<file path="src/rtl/fmq_pkg.sv">
`timescale 1ns / 1ps
`default_nettype none
// ----------------------------------------------------------------------------
// fmq_pkg
// shared types and constants for the minifloat quantizer pipeline
// ----------------------------------------------------------------------------
package fmq_pkg;

    // configuration register indexes
    localparam logic [5:0] REG_REF_EXP   = 6'd0;
    localparam logic [5:0] REG_EXP_BITS  = 6'd1;
    localparam logic [5:0] REG_TOT_BITS  = 6'd2;
    localparam logic [5:0] REG_SIGN      = 6'd3;

    localparam logic [31:0] POS_INF      = 32'h7F80_0000;
    localparam logic [30:0] MAG_MASK     = 31'h7FFF_FFFF;

    // settings decoded once from the registers
    typedef struct packed {
        logic        cfg_err;
        logic [8:0]  e0;        // signed reference exponent
        logic [8:0]  emax;      // 2^exp_bits - 1
        logic [4:0]  nm;        // mantissa bits 1..23
        logic [5:0]  nb;        // magnitude bits
        logic        sign_en;
    } cfg_t;

    // stage 1 -> stage 2
    typedef struct packed {
        logic        last;
        logic        cfg_err;
        logic        neg;
        logic        zero;      // rebased exponent below one
        logic        inf;       // product is infinity
        logic        sub;       // product denormal
        logic [9:0]  p;         // product exponent (or shift amount when sub)
        logic [22:0] man;
    } s1_t;

    // stage 2 -> stage 3
    typedef struct packed {
        logic        last;
        logic        cfg_err;
        logic        neg;
        logic [31:0] y;         // product bit pattern
    } s2_t;

    function automatic logic [8:0] emax_of(input logic [3:0] n);
        logic [8:0] r;
        begin
            case (n)
                4'd0: r = 9'd0;
                4'd1: r = 9'd1;
                4'd2: r = 9'd3;
                4'd3: r = 9'd7;
                4'd4: r = 9'd15;
                4'd5: r = 9'd31;
                4'd6: r = 9'd63;
                4'd7: r = 9'd127;
                default: r = 9'd255;
            endcase
            return r;
        end
    endfunction

endpackage
`default_nettype wire

</file>
<file path="src/rtl/fmq_cfg.sv">
`timescale 1ns / 1ps
`default_nettype none
// ----------------------------------------------------------------------------
// fmq_cfg
// configuration registers and decode of the derived sizes
// ----------------------------------------------------------------------------
module fmq_cfg
    import fmq_pkg::*;
(
    input  wire logic        clk,
    input  wire logic        rst_n,
    input  wire logic        cfg_we,
    input  wire logic [5:0]  cfg_index,
    input  wire logic [31:0] cfg_data,
    output cfg_t             cfg
);

    logic [8:0] ref_reg;
    logic [3:0] eb_reg;
    logic [5:0] tb_reg;
    logic       sgn_reg;

    // register writes
    always_ff @(posedge clk or negedge rst_n)
    begin
        if (!rst_n)
        begin
            ref_reg <= 9'd0;
            eb_reg  <= 4'd4;
            tb_reg  <= 6'd16;
            sgn_reg <= 1'b0;
        end
        else if (cfg_we)
        begin
            case (cfg_index)
                REG_REF_EXP:  ref_reg <= cfg_data[8:0];
                REG_EXP_BITS: eb_reg  <= cfg_data[3:0];
                REG_TOT_BITS: tb_reg  <= cfg_data[5:0];
                REG_SIGN:     sgn_reg <= cfg_data[0];
                default: ;
            endcase
        end
    end

    logic signed [7:0] nb_s;
    logic signed [7:0] nm_s;

    // derived sizes
    always_comb
    begin
        nb_s = $signed({2'b00, tb_reg}) - $signed({7'd0, sgn_reg});
        nm_s = nb_s - $signed({4'd0, eb_reg});
        cfg.cfg_err = (eb_reg < 4'd1) || (eb_reg > 4'd8) || (nm_s < 8'sd1) || (nm_s > 8'sd23);
        cfg.e0      = ref_reg;
        cfg.emax    = emax_of(eb_reg);
        cfg.nm      = nm_s[4:0];
        cfg.nb      = nb_s[5:0];
        cfg.sign_en = sgn_reg;
    end

endmodule
`default_nettype wire

</file>
<file path="src/rtl/fmq_pipe.sv">
`timescale 1ns / 1ps
`default_nettype none
// ----------------------------------------------------------------------------
// fmq_pipe
// three-stage datapath: round and rebase, scale, truncate and clamp
// ----------------------------------------------------------------------------
module fmq_pipe
    import fmq_pkg::*;
(
    input  wire logic        clk,
    input  wire logic        rst_n,
    input  wire cfg_t        cfg,
    input  wire logic        in_valid,
    output logic             in_ready,
    input  wire logic [31:0] value_bits,
    input  wire logic        last_in,
    output logic             out_valid,
    input  wire logic        out_ready,
    output logic [31:0]      quantized,
    output logic             config_error,
    output logic             last_out
);

    logic v1_reg, v2_reg, v3_reg;
    logic adv1, adv2, adv3;
    s1_t  s1_reg, s1_next;
    s2_t  s2_reg, s2_next;
    logic [31:0] q_reg, q_next;
    logic        err_reg, last_reg;

    // stall chain: a stage moves when the one after it is free
    assign adv3     = !v3_reg || out_ready;
    assign adv2     = !v2_reg || adv3;
    assign adv1     = !v1_reg || adv2;
    assign in_ready = adv1;

    logic [30:0] rnd;
    logic [31:0] z;
    logic signed [10:0] eb;
    logic signed [10:0] pp;

    // stage 1: rounding add, rebase, product exponent
    always_comb
    begin
        rnd = (cfg.nm < 5'd23) ? (31'd1 << (5'd22 - cfg.nm)) : 31'd0;
        z   = {1'b0, value_bits[30:0] & MAG_MASK} + {1'b0, rnd};
        eb  = $signed({2'b00, z[31:23]}) - $signed({{2{cfg.e0[8]}}, cfg.e0});
        pp  = eb + $signed({2'b00, cfg.emax}) - 11'sd127;
        s1_next.last    = last_in;
        s1_next.cfg_err = cfg.cfg_err;
        s1_next.neg     = value_bits[31] & cfg.sign_en;
        s1_next.zero    = (eb < 11'sd1);
        s1_next.inf     = (cfg.emax >= 9'd255) || (eb >= 11'sd255) || (pp >= 11'sd255);
        s1_next.sub     = (pp < 11'sd1);
        s1_next.p       = (pp < 11'sd1) ? (10'd1 - pp[9:0]) : pp[9:0];
        s1_next.man     = z[22:0];
    end

    logic [23:0] sig, kept, rem, half;
    logic [4:0]  sh;

    // stage 2: scaling multiply by a power of two, nearest-even when denormal
    always_comb
    begin
        sig  = {1'b1, s1_reg.man};
        sh   = s1_reg.p[4:0];
        kept = sig >> sh;
        rem  = sig & ((24'd1 << sh) - 24'd1);
        half = 24'd1 << (sh - 5'd1);
        s2_next.last    = s1_reg.last;
        s2_next.cfg_err = s1_reg.cfg_err;
        s2_next.neg     = s1_reg.neg;
        if (s1_reg.zero)
            s2_next.y = 32'd0;
        else if (s1_reg.inf)
            s2_next.y = POS_INF;
        else if (!s1_reg.sub)
            s2_next.y = {1'b0, s1_reg.p[7:0], s1_reg.man};
        // a shift of 25 or more leaves less than half of the smallest denormal
        else if (s1_reg.p > 10'd24)
            s2_next.y = 32'd0;
        else if (rem > half || (rem == half && kept[0]))
            s2_next.y = {8'd0, kept + 24'd1};
        else
            s2_next.y = {8'd0, kept};
    end

    logic [31:0] qs, lim;

    // stage 3: drop low bits, clamp, sign, zero on a configuration error
    always_comb
    begin
        qs  = s2_reg.y >> (5'd23 - cfg.nm);
        lim = 32'(({1'b0, 32'd1} << cfg.nb) - 33'd1);
        if (qs > lim)
            qs = lim;
        if (s2_reg.cfg_err)
            q_next = 32'd0;
        else if (s2_reg.neg)
            q_next = 32'd0 - qs;
        else
            q_next = qs;
    end

    // valid bits
    always_ff @(posedge clk or negedge rst_n)
    begin
        if (!rst_n)
        begin
            v1_reg <= 1'b0;
            v2_reg <= 1'b0;
            v3_reg <= 1'b0;
        end
        else
        begin
            if (adv1) v1_reg <= in_valid;
            if (adv2) v2_reg <= v1_reg;
            if (adv3) v3_reg <= v2_reg;
        end
    end

    // payload registers
    always_ff @(posedge clk)
    begin
        if (adv1) s1_reg <= s1_next;
        if (adv2) s2_reg <= s2_next;
        if (adv3)
        begin
            q_reg    <= q_next;
            err_reg  <= s2_reg.cfg_err;
            last_reg <= s2_reg.last;
        end
    end

    assign out_valid    = v3_reg;
    assign quantized    = q_reg;
    assign config_error = err_reg;
    assign last_out     = last_reg;

endmodule
`default_nettype wire

</file>
<file path="src/rtl/float_to_minifloat_quantizer_top.sv">
`timescale 1ns / 1ps
`default_nettype none
// ----------------------------------------------------------------------------
// float_to_minifloat_quantizer_top
// converts single-precision patterns into reduced-float integer tokens
// ----------------------------------------------------------------------------
// One item is accepted per cycle unless a stall holds the input side. The
// accepting edge loads the first of three register stages (round and rebase,
// scale, truncate and clamp), and the result is on the outputs from the third.
// A stalled output holds only the stages that are full; empty stages keep
// filling. Write configuration only while no item is in flight.
module float_to_minifloat_quantizer_top
    import fmq_pkg::*;
(
    input  wire logic        clk,
    input  wire logic        rst_n,
    input  wire logic        cfg_we,
    input  wire logic [5:0]  cfg_index,
    input  wire logic [31:0] cfg_data,
    input  wire logic        in_valid,
    output logic             in_ready,
    input  wire logic [31:0] value_bits,
    input  wire logic        last_in,
    output logic             out_valid,
    input  wire logic        out_ready,
    output logic [31:0]      quantized,
    output logic             config_error,
    output logic             last_out
);

    cfg_t cfg;

    // configuration
    fmq_cfg u_cfg (
        .clk       (clk),
        .rst_n     (rst_n),
        .cfg_we    (cfg_we),
        .cfg_index (cfg_index),
        .cfg_data  (cfg_data),
        .cfg       (cfg)
    );

    // datapath
    fmq_pipe u_pipe (
        .clk          (clk),
        .rst_n        (rst_n),
        .cfg          (cfg),
        .in_valid     (in_valid),
        .in_ready     (in_ready),
        .value_bits   (value_bits),
        .last_in      (last_in),
        .out_valid    (out_valid),
        .out_ready    (out_ready),
        .quantized    (quantized),
        .config_error (config_error),
        .last_out     (last_out)
    );

`ifndef SYNTHESIS
    // an error result always carries a zero token
    a_err_zero: assert property (@(posedge clk) disable iff (!rst_n)
        out_valid && config_error |-> quantized == 32'd0)
        else $error("error item with nonzero token");

    // a stalled result holds
    a_hold: assert property (@(posedge clk) disable iff (!rst_n)
        out_valid && !out_ready |=> out_valid && $stable(quantized))
        else $error("stalled result changed");

    // output side free means input side ready
    a_ready: assert property (@(posedge clk) disable iff (!rst_n)
        out_ready |-> in_ready)
        else $error("ready lost while output drains");
`endif

endmodule
`default_nettype wire

</file>
<file path="config.mk">
export PLATFORM = sky130hd
export DESIGN_NAME = float_to_minifloat_quantizer_top
export DESIGN_NICKNAME = d
export VERILOG_FILES = /design/src/rtl/fmq_pkg.sv /design/src/rtl/fmq_cfg.sv /design/src/rtl/fmq_pipe.sv /design/src/rtl/float_to_minifloat_quantizer_top.sv
export SDC_FILE = /design/constraint.sdc
export NUM_CORES = 1
export LEC_CHECK = 0
export BUFFER_PORTS_ARGS = -buffer_cell sky130_fd_sc_hd__buf_2
export CELL_PAD_IN_SITES_DETAIL_PLACEMENT = 1
export CELL_PAD_IN_SITES_GLOBAL_PLACEMENT = 2
export CORE_MARGIN = 10
export CORE_UTILIZATION = 35
export DETAILED_ROUTE_END_ITERATION = 12
export GPL_TIMING_DRIVEN = 0
export PLACE_DENSITY = 0.83
export SYNTH_ARGS = -nofsm -noshare
export SYNTH_HDL_FRONTEND = slang
export SYNTH_SLANG_ARGS = --single-unit
</file>
<file path="constraint.sdc">
create_clock -name clk -period 24.9 [get_ports clk]
set_input_delay 0 -clock clk [delete_from_list [all_inputs] [get_ports clk]]
set_output_delay 0 -clock clk [all_outputs]
set_load 0.005 [all_outputs]
</file>
==> reports/results.ini <==
[status]
outcome=completed

[die]
die_w_um=234
start_util=0.353
die_area_mm2=0.0545
design.core.area_mm2=0.0452
ios=112
die_h_um=234
fp-row-count=78

[synth]
synthArstFlopShare=0.177
synth_top_area_frac=0.201
netlist_top_cells_count=221 x nand2_1, 215 x nor2_1, 132 x o21ai_0
synth_cells=1939
synth_nets=2148
yosysWarnings=0
synth.most_common_cell=nand2_1
synth.avg_cell_area_um2=8.23
ys_seq_elements=130
synthFlopType=edfxtp_1
ys_types=95
ys_seq_area_frac=0.238
synth_edf_count=107
yosysTopAreaCell=edfxtp_1
synth_area_leaders=edfxtp_1 20%, ha_1 10%, mux4_2 7.1%
syn_area_mm2=0.0160

[hold_path]
hp-class=in -> reg

[clock_tree]
insertion_delay_ns=0.47
h-tree-depth=4
post-cts-setup-buffer-count=0
cts_buffer_depth=2
root_buffer=clkbuf_16
hold_buffers=27
cts_buffers=17
ctsResizeCount=0
clk_pin_slew_ns=0.06
cts_sinks=130
cts_tree=done

[timing]
setup_viol=0
fin_ws_ns=10.83
skew_ns=0.00908
fmax_mhz=71.1
fin_setup_tns_ns=0
period_share=0.565
relSlewSlack=0.123
tightest_slew_ns=1.30
rsz0062_at_grt=no
fin_crit_ns=14.07
drv_slew=0
hold_viol_final=0

[detailed_routing]
drt_iter0_markers=1415
postRouteWirelength_um=62700
drc=0
vias_per_cell=6.02
first_pass_iters=5
num_vias=16200
ant_nets=0
wire_per_inst_um=23.3

[place]
port-buffer-count=88
hpwlAfterDp_um=51200
routabilityCongestion=0.970
dp_worst_setup_slack_ns=10.89

[global_routing]
grt_max_degree=36
grt-ovfl-total=0
grt_pass1_wl_um=98100
grt_pass1_vias=16500
antenna_found_initial=1
grt_usage=0.230

[cells_and_area]
finalNetCount=2285
largest_register_ffs=39
layout-drive-gt1-share=0.117
n_fill_cell=5435
syn2layout_area_growth_pct=13.0
diodes=0

[setup_path]
cp.arrival_ns=14.28
path_max_fanout=10
max_stage_delay_ns=0.72
endpoint_kind=register
crit_top_cell=ha_1
crit_family=compound AO/OA/AOI/OAI gates
cp-start-kind=register
path_class=reg -> reg
crit_slowest_cell=o311ai_1
critPathBufInv=7
crit_required_ns=25.12

[job]
maxCapViolCount=0

[pwr]
p_leak_nw=7.21
peakVddDrop_mv=0.0740
p_per_area_mw_per_mm2=160
p_total_w=0.00289

[worst paths after layout]
path	startpoint	end	slack, ns	cells past startpoint
max reg2reg	u_cfg.sgn_reg	u_pipe.s1_reg[25]	10.83	46
max in group asynchronous	rst_n	u_cfg.eb_reg[1]	24.32	2
min in group asynchronous	rst_n	u_pipe.v2_reg	0.13	2
max	u_cfg.sgn_reg	u_pipe.s1_reg[25]	10.83	46
min	value_bits[4]	u_pipe.s1_reg[4]	0.06	3
min reg2reg	u_pipe.s1_reg[36]	u_pipe.s2_reg[32]	0.42	0
[logic make-up (layout without fill, tap and decap cells)]
logic type      count (synthesis)  after routing  share of synthesized area
flops                         130            130                      0.238
buf+inv                       175            325                     0.0432
fa+ha+maj                     134            134                      0.107
xor+xnor                      114            114                     0.0626
simple gates                  757            757                      0.228
mux                            97             97                      0.102
compound gates                532            532                      0.221
[worst reg2reg max path: cells and delay by family, from the launching register on]
kind / cells / cell delay [ns]
xor+xnor: 4 / 1.11
flops: 1 / 0.42
simple gates: 10 / 2.38
buf+inv: 7 / 2.63
compound gates: 17 / 4.75
mux: 1 / 0.31
fa+ha+maj: 7 / 2.23
[cell type report]
cell class	count	area, um^2	area share
buffer	104	418	0.0232
clock buffer	17	425	0.0236
clock inverter	15	146	0.00812
inverter	71	272	0.0151
multi-input combinational	1634	11500	0.636
sequential	130	3790	0.210
tap	600	751	0.0416
timing repair buffer	118	756	0.0419
[per-layer routing]
layer  GRT usage  wire length (um)
met3      0.0422              4060
met4      0.0629              1260
met2       0.361             28200
met5           0                 0
met1       0.317             29100
[power breakdown]
| group | leakage (nW) | switching [W] | total, W | internal, W |
|---|---|---|---|---|
| combinational | 5.56 | 0.00142 | 0.00224 | 0.000820 |
| clock | 0.277 | 0.000106 | 0.000245 | 0.000139 |
| sequential | 1.37 | 0.0000694 | 0.000407 | 0.000338 |
[metrics by stage]
step	hold slack, ns	std cells	util	area, um^2
CTS	0.0217	2689	0.399	18000
global route	0.0693	2689	0.399	18000
detailed placement	0.0823	2630	0.380	17200
global placement	0.0731	2627	0.379	17100
floorplan	-0.296	1939	-	16000
finish	0.0609	2689	0.399	18000
[cells in the final DEF (no fill, tap or decap), types with 19 or more instances in the layout]
cell type      synthesis  routed
dfrtp_1               21      21
nor3_1                53      53
a21o_1                46      46
dlygate4sd3_1          0      27
xor2_1                38      38
inv_1                 65      65
mux2i_1               31      31
nand2_1              221     221
nand2b_1              22      21
xnor2_1               76      76
o21ai_0              132     132
nand4_1               26      26
mux4_2                50      50
and3_1                22      22
nor2_1               215     215
ha_1                 129     129
a31oi_1               20      20
buf_2                 10      98
nor2b_1               25      25
edfxtp_1             107     107
and2_1                23      23
o31ai_1               24      24
clkbuf_1              82      82
nor4_1                19      19
nand3_1               56      56
a21oi_1              121     121
Power figures use the tool's default switching activity.
